==> src/hw/rtl/sdcmd_pkg.sv <==
// sdcmd_pkg: request structs, response-kind and status codes, CRC7 step.
// Used by every module of the SD CMD-line engine; no dependencies.
`timescale 1ns / 1ps

package sdcmd_pkg;

  typedef struct packed {
    logic        command;
    logic [5:0]  cmd_index;
    logic [31:0] argument;
    logic [2:0]  resp_kind;
    logic        cmd_line;
  } in_item_t;

  typedef struct packed {
    logic       cmd_drive;
    logic       cmd_enable;
    logic       byte_valid;
    logic [7:0] resp_byte;
    logic       done_res;
    logic [1:0] status;
  } out_item_t;

  localparam logic [2:0] KIND_NONE = 3'd0;
  localparam logic [2:0] KIND_R1   = 3'd1;
  localparam logic [2:0] KIND_R2   = 3'd2;
  localparam logic [2:0] KIND_R3   = 3'd3;
  localparam logic [2:0] KIND_R6   = 3'd4;

  localparam logic [1:0] ST_OK      = 2'd0;
  localparam logic [1:0] ST_BUSY    = 2'd1;
  localparam logic [1:0] ST_CRC     = 2'd2;
  localparam logic [1:0] ST_TIMEOUT = 2'd3;

  localparam logic [7:0] FRAME_BITS    = 8'd48;
  localparam logic [7:0] R2_BITS       = 8'd136;
  localparam logic [7:0] CRC_BITS      = 8'd40;
  localparam logic [7:0] END_BIT_POS   = 8'd47;
  localparam logic [7:0] OCR_READY_POS = 8'd8;

  localparam logic [6:0]  CRC7_POLY       = 7'h09;
  localparam logic [15:0] TIMEOUT_DEFAULT = 16'd256;
  localparam logic        REG_TIMEOUT     = 1'b0;

  // One serial CRC7 step, x^7 + x^3 + 1
  function automatic logic [6:0] crc7_step(input logic [6:0] crc, input logic bit_in);
    logic fb;
    fb = crc[6] ^ bit_in;
    return {crc[5:0], 1'b0} ^ (fb ? CRC7_POLY : 7'h00);
  endfunction

endpackage

==> src/hw/rtl/sd_cmd_line_engine_crc7_core.sv <==
// SD CMD-line host engine with CRC7: input register, sequencer, result register.
// Accepted requests pass through the input register, then the sequencer, then the result
// register; throughput one request per cycle while the result channel does not stall,
// set by the combinational sequencer step between the two registers.
// Synchronous active-low reset: pipeline empty, sequencer idle, timeout = 256.
// Depends on sdcmd_pkg, sdcmd_regs, sdcmd_engine.
`timescale 1ns / 1ps

module sd_cmd_line_engine_crc7_core import sdcmd_pkg::*; (
  input  logic        clk,
  input  logic        rst_n,
  input  logic        in_valid,
  output logic        in_stall,
  input  in_item_t    in_data,
  output logic        out_valid,
  input  logic        out_stall,
  output out_item_t   out_data,
  input  logic        psel,
  input  logic        penable,
  input  logic        pwrite,
  input  logic [0:0]  paddr,
  input  logic [31:0] pwdata,
  output logic [31:0] prdata,
  output logic        pready
);

  logic        in_full_r, in_full_nxt;
  in_item_t    in_item_r;
  logic        out_valid_r, out_valid_nxt;
  out_item_t   out_item_r;
  out_item_t   result;
  logic [15:0] start_timeout;
  logic        adv, in_take;

  sdcmd_regs u_regs (
    .clk          (clk),
    .rst_n        (rst_n),
    .psel         (psel),
    .penable      (penable),
    .pwrite       (pwrite),
    .paddr        (paddr),
    .pwdata       (pwdata),
    .prdata       (prdata),
    .pready       (pready),
    .start_timeout(start_timeout)
  );

  sdcmd_engine u_engine (
    .clk          (clk),
    .rst_n        (rst_n),
    .fire         (adv),
    .item         (in_item_r),
    .start_timeout(start_timeout),
    .result       (result)
  );

  // the held request moves on whenever the result register is free or draining
  assign adv      = in_full_r && (!out_valid_r || !out_stall);
  assign in_stall = in_full_r && !adv;
  assign in_take  = in_valid && !in_stall;

  always_comb begin
    in_full_nxt = in_full_r;
    if (in_take) in_full_nxt = 1'b1;
    else if (adv) in_full_nxt = 1'b0;
    out_valid_nxt = out_valid_r;
    if (adv) out_valid_nxt = 1'b1;
    else if (!out_stall) out_valid_nxt = 1'b0;
  end

  always_ff @(posedge clk) begin
    if (!rst_n) begin
      in_full_r   <= 1'b0;
      out_valid_r <= 1'b0;
    end else begin
      in_full_r   <= in_full_nxt;
      out_valid_r <= out_valid_nxt;
    end
  end

  always_ff @(posedge clk) begin
    if (in_take) in_item_r <= in_data;
    if (adv) out_item_r <= result;
  end

  assign out_valid = out_valid_r;
  assign out_data  = out_item_r;

endmodule

==> src/hw/rtl/sdcmd_regs.sv <==
// sdcmd_regs: APB-style register file holding the start-bit timeout.
// Depends on sdcmd_pkg.
`timescale 1ns / 1ps

module sdcmd_regs import sdcmd_pkg::*; (
  input  logic        clk,
  input  logic        rst_n,
  input  logic        psel,
  input  logic        penable,
  input  logic        pwrite,
  input  logic [0:0]  paddr,
  input  logic [31:0] pwdata,
  output logic [31:0] prdata,
  output logic        pready,
  output logic [15:0] start_timeout
);

  logic [15:0] timeout_r;

  always_ff @(posedge clk) begin
    if (!rst_n) begin
      timeout_r <= TIMEOUT_DEFAULT;
    end else if (psel && penable && pwrite && paddr == REG_TIMEOUT) begin
      timeout_r <= pwdata[15:0];
    end
  end

  assign pready        = 1'b1;
  assign prdata        = (paddr == REG_TIMEOUT) ? {16'h0000, timeout_r} : 32'h0;
  assign start_timeout = timeout_r;

endmodule

==> src/hw/rtl/sdcmd_engine.sv <==
// sdcmd_engine: CMD-line sequencer; one request per SD clock tick, result
// produced combinationally from the current state and request. Depends on sdcmd_pkg.
`timescale 1ns / 1ps

module sdcmd_engine import sdcmd_pkg::*; (
  input  logic        clk,
  input  logic        rst_n,
  input  logic        fire,
  input  in_item_t    item,
  input  logic [15:0] start_timeout,
  output out_item_t   result
);

  typedef enum logic [1:0] {PH_IDLE, PH_SEND, PH_WAIT, PH_RECV} phase_t;

  phase_t      phase_r, phase_nxt;
  logic [39:0] shift_r, shift_nxt;
  logic [7:0]  cnt_r, cnt_nxt;
  logic [6:0]  crc_r, crc_nxt;
  logic [7:0]  byte_r, byte_nxt;
  logic [15:0] wait_r, wait_nxt;
  logic [2:0]  kind_r, kind_nxt;
  logic        busy_r, busy_nxt;

  phase_t      ph;
  logic [39:0] sh;
  logic [7:0]  cnt, cnt_inc, total;
  logic [6:0]  crc;
  logic [2:0]  kind;
  logic        busy;
  logic [15:0] wait_inc;

  always_comb begin
    // a start request only takes effect from idle, and its first bit goes out at once
    ph   = phase_r;
    sh   = shift_r;
    cnt  = cnt_r;
    crc  = crc_r;
    kind = kind_r;
    busy = busy_r;
    if (phase_r == PH_IDLE && item.command) begin
      ph   = PH_SEND;
      sh   = {2'b01, item.cmd_index, item.argument};
      cnt  = 8'd0;
      crc  = 7'd0;
      kind = item.resp_kind;
      busy = 1'b0;
    end

    phase_nxt = ph;
    shift_nxt = sh;
    cnt_nxt   = cnt;
    crc_nxt   = crc;
    byte_nxt  = byte_r;
    wait_nxt  = wait_r;
    kind_nxt  = kind;
    busy_nxt  = busy;
    result    = '0;
    result.cmd_drive = 1'b1;
    cnt_inc   = cnt + 8'd1;
    wait_inc  = wait_r + 16'd1;
    total     = (kind == KIND_R2) ? R2_BITS : FRAME_BITS;

    case (ph)
      PH_SEND: begin
        result.cmd_enable = 1'b1;
        // header bits feed the CRC as they leave; CRC then shifts out itself
        if (cnt < CRC_BITS) begin
          result.cmd_drive = sh[39];
          crc_nxt          = crc7_step(crc, sh[39]);
          shift_nxt        = {sh[38:0], 1'b0};
        end else if (cnt < END_BIT_POS) begin
          result.cmd_drive = crc[6];
          crc_nxt          = {crc[5:0], 1'b0};
        end else begin
          result.cmd_drive = 1'b1;
        end
        cnt_nxt = cnt_inc;
        if (cnt_inc >= FRAME_BITS) begin
          cnt_nxt = 8'd0;
          if (kind == KIND_NONE) begin
            result.done_res = 1'b1;
            result.status   = ST_OK;
            phase_nxt       = PH_IDLE;
          end else begin
            wait_nxt  = 16'd0;
            phase_nxt = PH_WAIT;
          end
        end
      end
      PH_WAIT: begin
        if (!item.cmd_line) begin
          byte_nxt  = 8'd0;
          crc_nxt   = 7'd0;
          cnt_nxt   = 8'd1;
          phase_nxt = PH_RECV;
        end else begin
          wait_nxt = wait_inc;
          // a zero timeout trips on the first high sample
          if (wait_inc >= start_timeout) begin
            result.done_res = 1'b1;
            result.status   = ST_TIMEOUT;
            phase_nxt       = PH_IDLE;
          end
        end
      end
      PH_RECV: begin
        if (cnt < CRC_BITS) begin
          crc_nxt = crc7_step(crc, item.cmd_line);
        end
        if (kind == KIND_R3 && cnt == OCR_READY_POS && !item.cmd_line) begin
          busy_nxt = 1'b1;
        end
        byte_nxt = {byte_r[6:0], item.cmd_line};
        cnt_nxt  = cnt_inc;
        if (cnt_inc[2:0] == 3'd0) begin
          result.byte_valid = 1'b1;
          result.resp_byte  = byte_nxt;
        end
        if (cnt_inc >= total) begin
          result.done_res = 1'b1;
          if (kind == KIND_R1 || kind == KIND_R6) begin
            if (byte_nxt != {crc_nxt, 1'b1}) result.status = ST_CRC;
          end else if (kind == KIND_R3) begin
            if (busy_nxt) result.status = ST_BUSY;
          end
          cnt_nxt   = 8'd0;
          phase_nxt = PH_IDLE;
        end
      end
      default: begin
      end
    endcase
  end

  always_ff @(posedge clk) begin
    if (!rst_n) begin
      phase_r <= PH_IDLE;
      shift_r <= '0;
      cnt_r   <= '0;
      crc_r   <= '0;
      byte_r  <= '0;
      wait_r  <= '0;
      kind_r  <= '0;
      busy_r  <= 1'b0;
    end else if (fire) begin
      phase_r <= phase_nxt;
      shift_r <= shift_nxt;
      cnt_r   <= cnt_nxt;
      crc_r   <= crc_nxt;
      byte_r  <= byte_nxt;
      wait_r  <= wait_nxt;
      kind_r  <= kind_nxt;
      busy_r  <= busy_nxt;
    end
  end

endmodule

==> config.mk <==
export PLATFORM = sky130hd
export DESIGN_NAME = sd_cmd_line_engine_crc7_core
export DESIGN_NICKNAME = d
export VERILOG_FILES = /design/src/hw/rtl/sdcmd_pkg.sv /design/src/hw/rtl/sd_cmd_line_engine_crc7_core.sv /design/src/hw/rtl/sdcmd_regs.sv /design/src/hw/rtl/sdcmd_engine.sv
export SDC_FILE = /design/constraint.sdc
export NUM_CORES = 1
export LEC_CHECK = 0
export ABC_AREA = 1
export BUFFER_PORTS_ARGS = -buffer_cell sky130_fd_sc_hd__buf_2
export CAP_MARGIN = 20
export CORE_MARGIN = 1.5
export CORE_UTILIZATION = 62
export DETAILED_ROUTE_END_ITERATION = 6
export GPL_TIMING_DRIVEN = 0
export PLACE_DENSITY = 0.95
export REMOVE_ABC_BUFFERS = 1
export SYNTH_ARGS = -nofsm -noshare
export SYNTH_HDL_FRONTEND = slang
export SYNTH_SLANG_ARGS = --single-unit
==> constraint.sdc <==
create_clock -name clk -period 7.6 [get_ports clk]
set_clock_uncertainty 0.15 [all_clocks]
set_input_delay 0.76 -clock clk [delete_from_list [all_inputs] [get_ports clk]]
set_output_delay 0.76 -clock clk [all_outputs]
set_load 0.05 [all_outputs]
==> impl_metrics.json <==
{
  "yosys_warnings": 0,
  "start_kind": "register",
  "synthToLayoutAreaGrowth_pct": 11.61,
  "coreArea_um2": 13400,
  "r2r_cells": 19,
  "min_from": "u_engine.kind_r[2]",
  "clkLatencyLatePin_ps": 430,
  "worstPathCellList": "nor2_2 -> nand2_4 -> inv_2 -> nor2_1 -> ha_1 -> nand2_1 -> inv_1 -> nand3_1 -> o21ai_2 -> ha_1 -> nand2_1 -> inv_1 -> nand2_1 -> nand2_1 -> nand2_1 -> nand3_2 -> nand2_2 -> nand3_1 -> a21oi_1",
  "synthesis.instances": 1127,
  "initialDrtViolationCount": 755,
  "rsz0062_at_grt": "no",
  "tns_ps": 0,
  "period_share_pct": 55.22,
  "hpwl_mm": 12.71,
  "cpPeakStageDelay_ps": 560,
  "path_clk_slew_ps": 60,
  "setup_violations": 0,
  "die_y_um": 120.9,
  "synth_cell_types": 45,
  "drv_cap": 0,
  "max_freq_ghz": 0.2383,
  "final_cell_mix": "nand2_1 (236), inv_1 (156), nor2_1 (112), dfxtp_1 (102), buf_2 (98)",
  "grt_max_degree": 61,
  "portBuffers": 98,
  "cts_tree": "yes",
  "cts_setup_buffers": 0,
  "p_per_area_nw_per_um2": 217.9,
  "finish.utilization_pct": 71.79,
  "hp-class": "reg -> reg",
  "ys.flop_type": "dfxtp_1",
  "ant_nets": 0,
  "critPathKind": "reg -> reg",
  "slew_headroom_pct": 31.64,
  "grt-ovfl-total": 0,
  "regToRegSetupSlack_ps": 3400,
  "vias_per_cell": 5.513,
  "dr_total_vias": 7636,
  "root_buffer": "clkbuf_16",
  "start_util_pct": 64.32,
  "cts_num_sinks": 159,
  "r2r-end": "u_engine.cnt_r[3]",
  "instances_no_fill": 1385,
  "drc": 0,
  "cp-end-kind": "register",
  "peakVddDrop_mv": 0.1824,
  "cp_data_required_time_ps": 7800,
  "synth_seq_cells": 159,
  "critical_path.most_common_cell": "nand2_1",
  "synth_adder_area_share_pct": 3.629,
  "period_minus_slack_ps": 4196,
  "cp_max_fo": 60,
  "worst_pin_slew_ps": 1024,
  "antenna_found_initial": 1,
  "final_net_count": 1303,
  "synth-compound-area-share_pct": 15.81,
  "reg2reg_from": "u_engine.phase_r[1]",
  "grt_pass1_wl_mm": 31.75,
  "async_flop_share_pct": 0,
  "hold_viol_final": 0,
  "core.rowCount": 42,
  "die_w_um": 120.9,
  "drive_gt1_share_pct": 13.25,
  "cp_slowest_cell": "inv_2",
  "seq_area_frac_synth_pct": 43.55,
  "drv_slew": 0,
  "pin_count": 132,
  "synthMuxAreaShare_pct": 0.2323,
  "cts_htree_levels": 4,
  "status": "complete, no violations",
  "synth_xor_area_share_pct": 0.8129,
  "cts_buffer_depth": 2,
  "syn_avg_cell_area_um2": 7.648,
  "leakagePower_nw": 4.450,
  "hold_end": "u_engine.kind_r[2]",
  "total_power_w": 0.002096,
  "cts_resized": 0,
  "ctsHoldBuffers": 0,
  "final_common_cell": "nand2_1",
  "synthSimpleGateAreaFrac_pct": 24.07,
  "synth_top_family_by_area": "simple AND/OR/NAND/NOR gates",
  "wire_per_inst_um": 13.85,
  "place.gp.congestion": 0.9443,
  "synth_edf_count": 57,
  "grt_pass1_vias": 6947,
  "numCtsBuffers": 17,
  "syn-cell-area_um2": 8620,
  "hold_depth": 2,
  "dr.pass1.iters": 6,
  "place_inst": 1352,
  "arrival_ps": 4390,
  "die_area_um2": 14620,
  "grt_usage_pct": 26.89,
  "totalWireLength_mm": 19.19
}
## per-stage QoR
step / worst slack [ps] / instance area (um^2) / hold slack (ps)
finish: 3404 / 9620 / 335.2
global route: 3087 / 9620 / 345.0
CTS: 3509 / 9618 / 330.8
detailed placement: 3529 / 9050 / 322.1
global placement: -1354 / 8982 / 302.8
floorplan: 1479 / 8272 / 295.4
## cells by family after synthesis
group	count (synthesis)
flops	159
simple gates	465
mux	2
buf+inv	230
fa+ha+maj	25
xor+xnor	8
other cells	2
compound gates	236
## sequential cells by signal, indices dropped and copies added (netlist names)
signal / flops
u_engine.shift_r: 40
out_data: 14
u_regs.start_timeout: 16
u_engine.cnt_r: 8
u_engine.wait_r: 16
u_engine.byte_r: 7
u_engine.phase_r: 2
in_item_r: 43
u_engine.kind_r: 3
u_engine.busy_r: 1
in_full_r: 1
out_valid: 1
u_engine.crc_r: 7
## synthesized netlist by cell type (9+ instances only)
cell type    n  share of area, %
ha_1        25               3.6
nand3_1     37               2.1
o221ai_1    36               3.7
nand2_1    236                10
dfxtp_1    102                24
and2_1      35               2.5
o21ai_1     40               2.3
inv_1      157               6.8
edfxtp_1    57                20
o21ai_0     63               3.7
clkbuf_1    30               1.3
nor2_1     113               4.9
a21oi_1     80               4.6
buf_6        9               1.2
buf_4       17               1.5
## where the power goes
part / switching, W / total (W) / internal (W) / leakage, nW
clock network: 0.000323 / 0.000838 / 0.000515 / 0.273
logic: 0.000213 / 0.000308 / 0.0000945 / 2.78
registers: 0.0000218 / 0.000950 / 0.000929 / 1.39
total: 0.000558 / 0.00210 / 0.00154 / 4.45
## worst max-delay path, delay by kind of cell (launching register included)
kind	cells	cell delay [ps]
AO/OA/AOI/OAI	2	430
adder cells (fa/ha/maj)	2	530
buffers and inverters	3	650
flip-flops	1	480
AND/OR/NAND/NOR	12	1840
## how the worst max path moves through the flow
| stage | start | end | slack (ps) | depth (start not counted) |
|---|---|---|---|---|
| floorplan | out_stall | u_engine.busy_r | 1480 | 7 |
| global placement | out_stall | u_engine.byte_r[6] | -1350 | 8 |
| detailed placement | u_engine.phase_r[1] | u_engine.cnt_r[2] | 3530 | 19 |
| CTS | u_engine.phase_r[1] | u_engine.cnt_r[3] | 3510 | 19 |
| global route | u_engine.phase_r[1] | u_engine.wait_r[8] | 3090 | 17 |
| finish | u_engine.phase_r[1] | u_engine.cnt_r[3] | 3400 | 19 |
## metal layers
layer / track usage [%] / vias to the layer above / routed length (um)
met5: 0 / - / 0
met4: 10.29 / 0 / 330
met3: 5.404 / 35 / 1368
met2: 44.32 / 320 / 9393
met1: 34.99 / 3492 / 8094
li1: - / 3789 / -
## layout make-up
class / count / area (um^2)
Multi-Input combinational cell: 753 / 3911
Fill cell: 1000 / 3780
Sequential cell: 159 / 3754
Inverter: 163 / 614.3
Timing Repair Buffer: 101 / 550.5
Clock buffer: 25 / 455.4
Tap cell: 176 / 220.2
Clock inverter: 7 / 112.6
Antenna cell: 1 / 2.502
No activity file was read; power rests on OpenSTA's default activity.
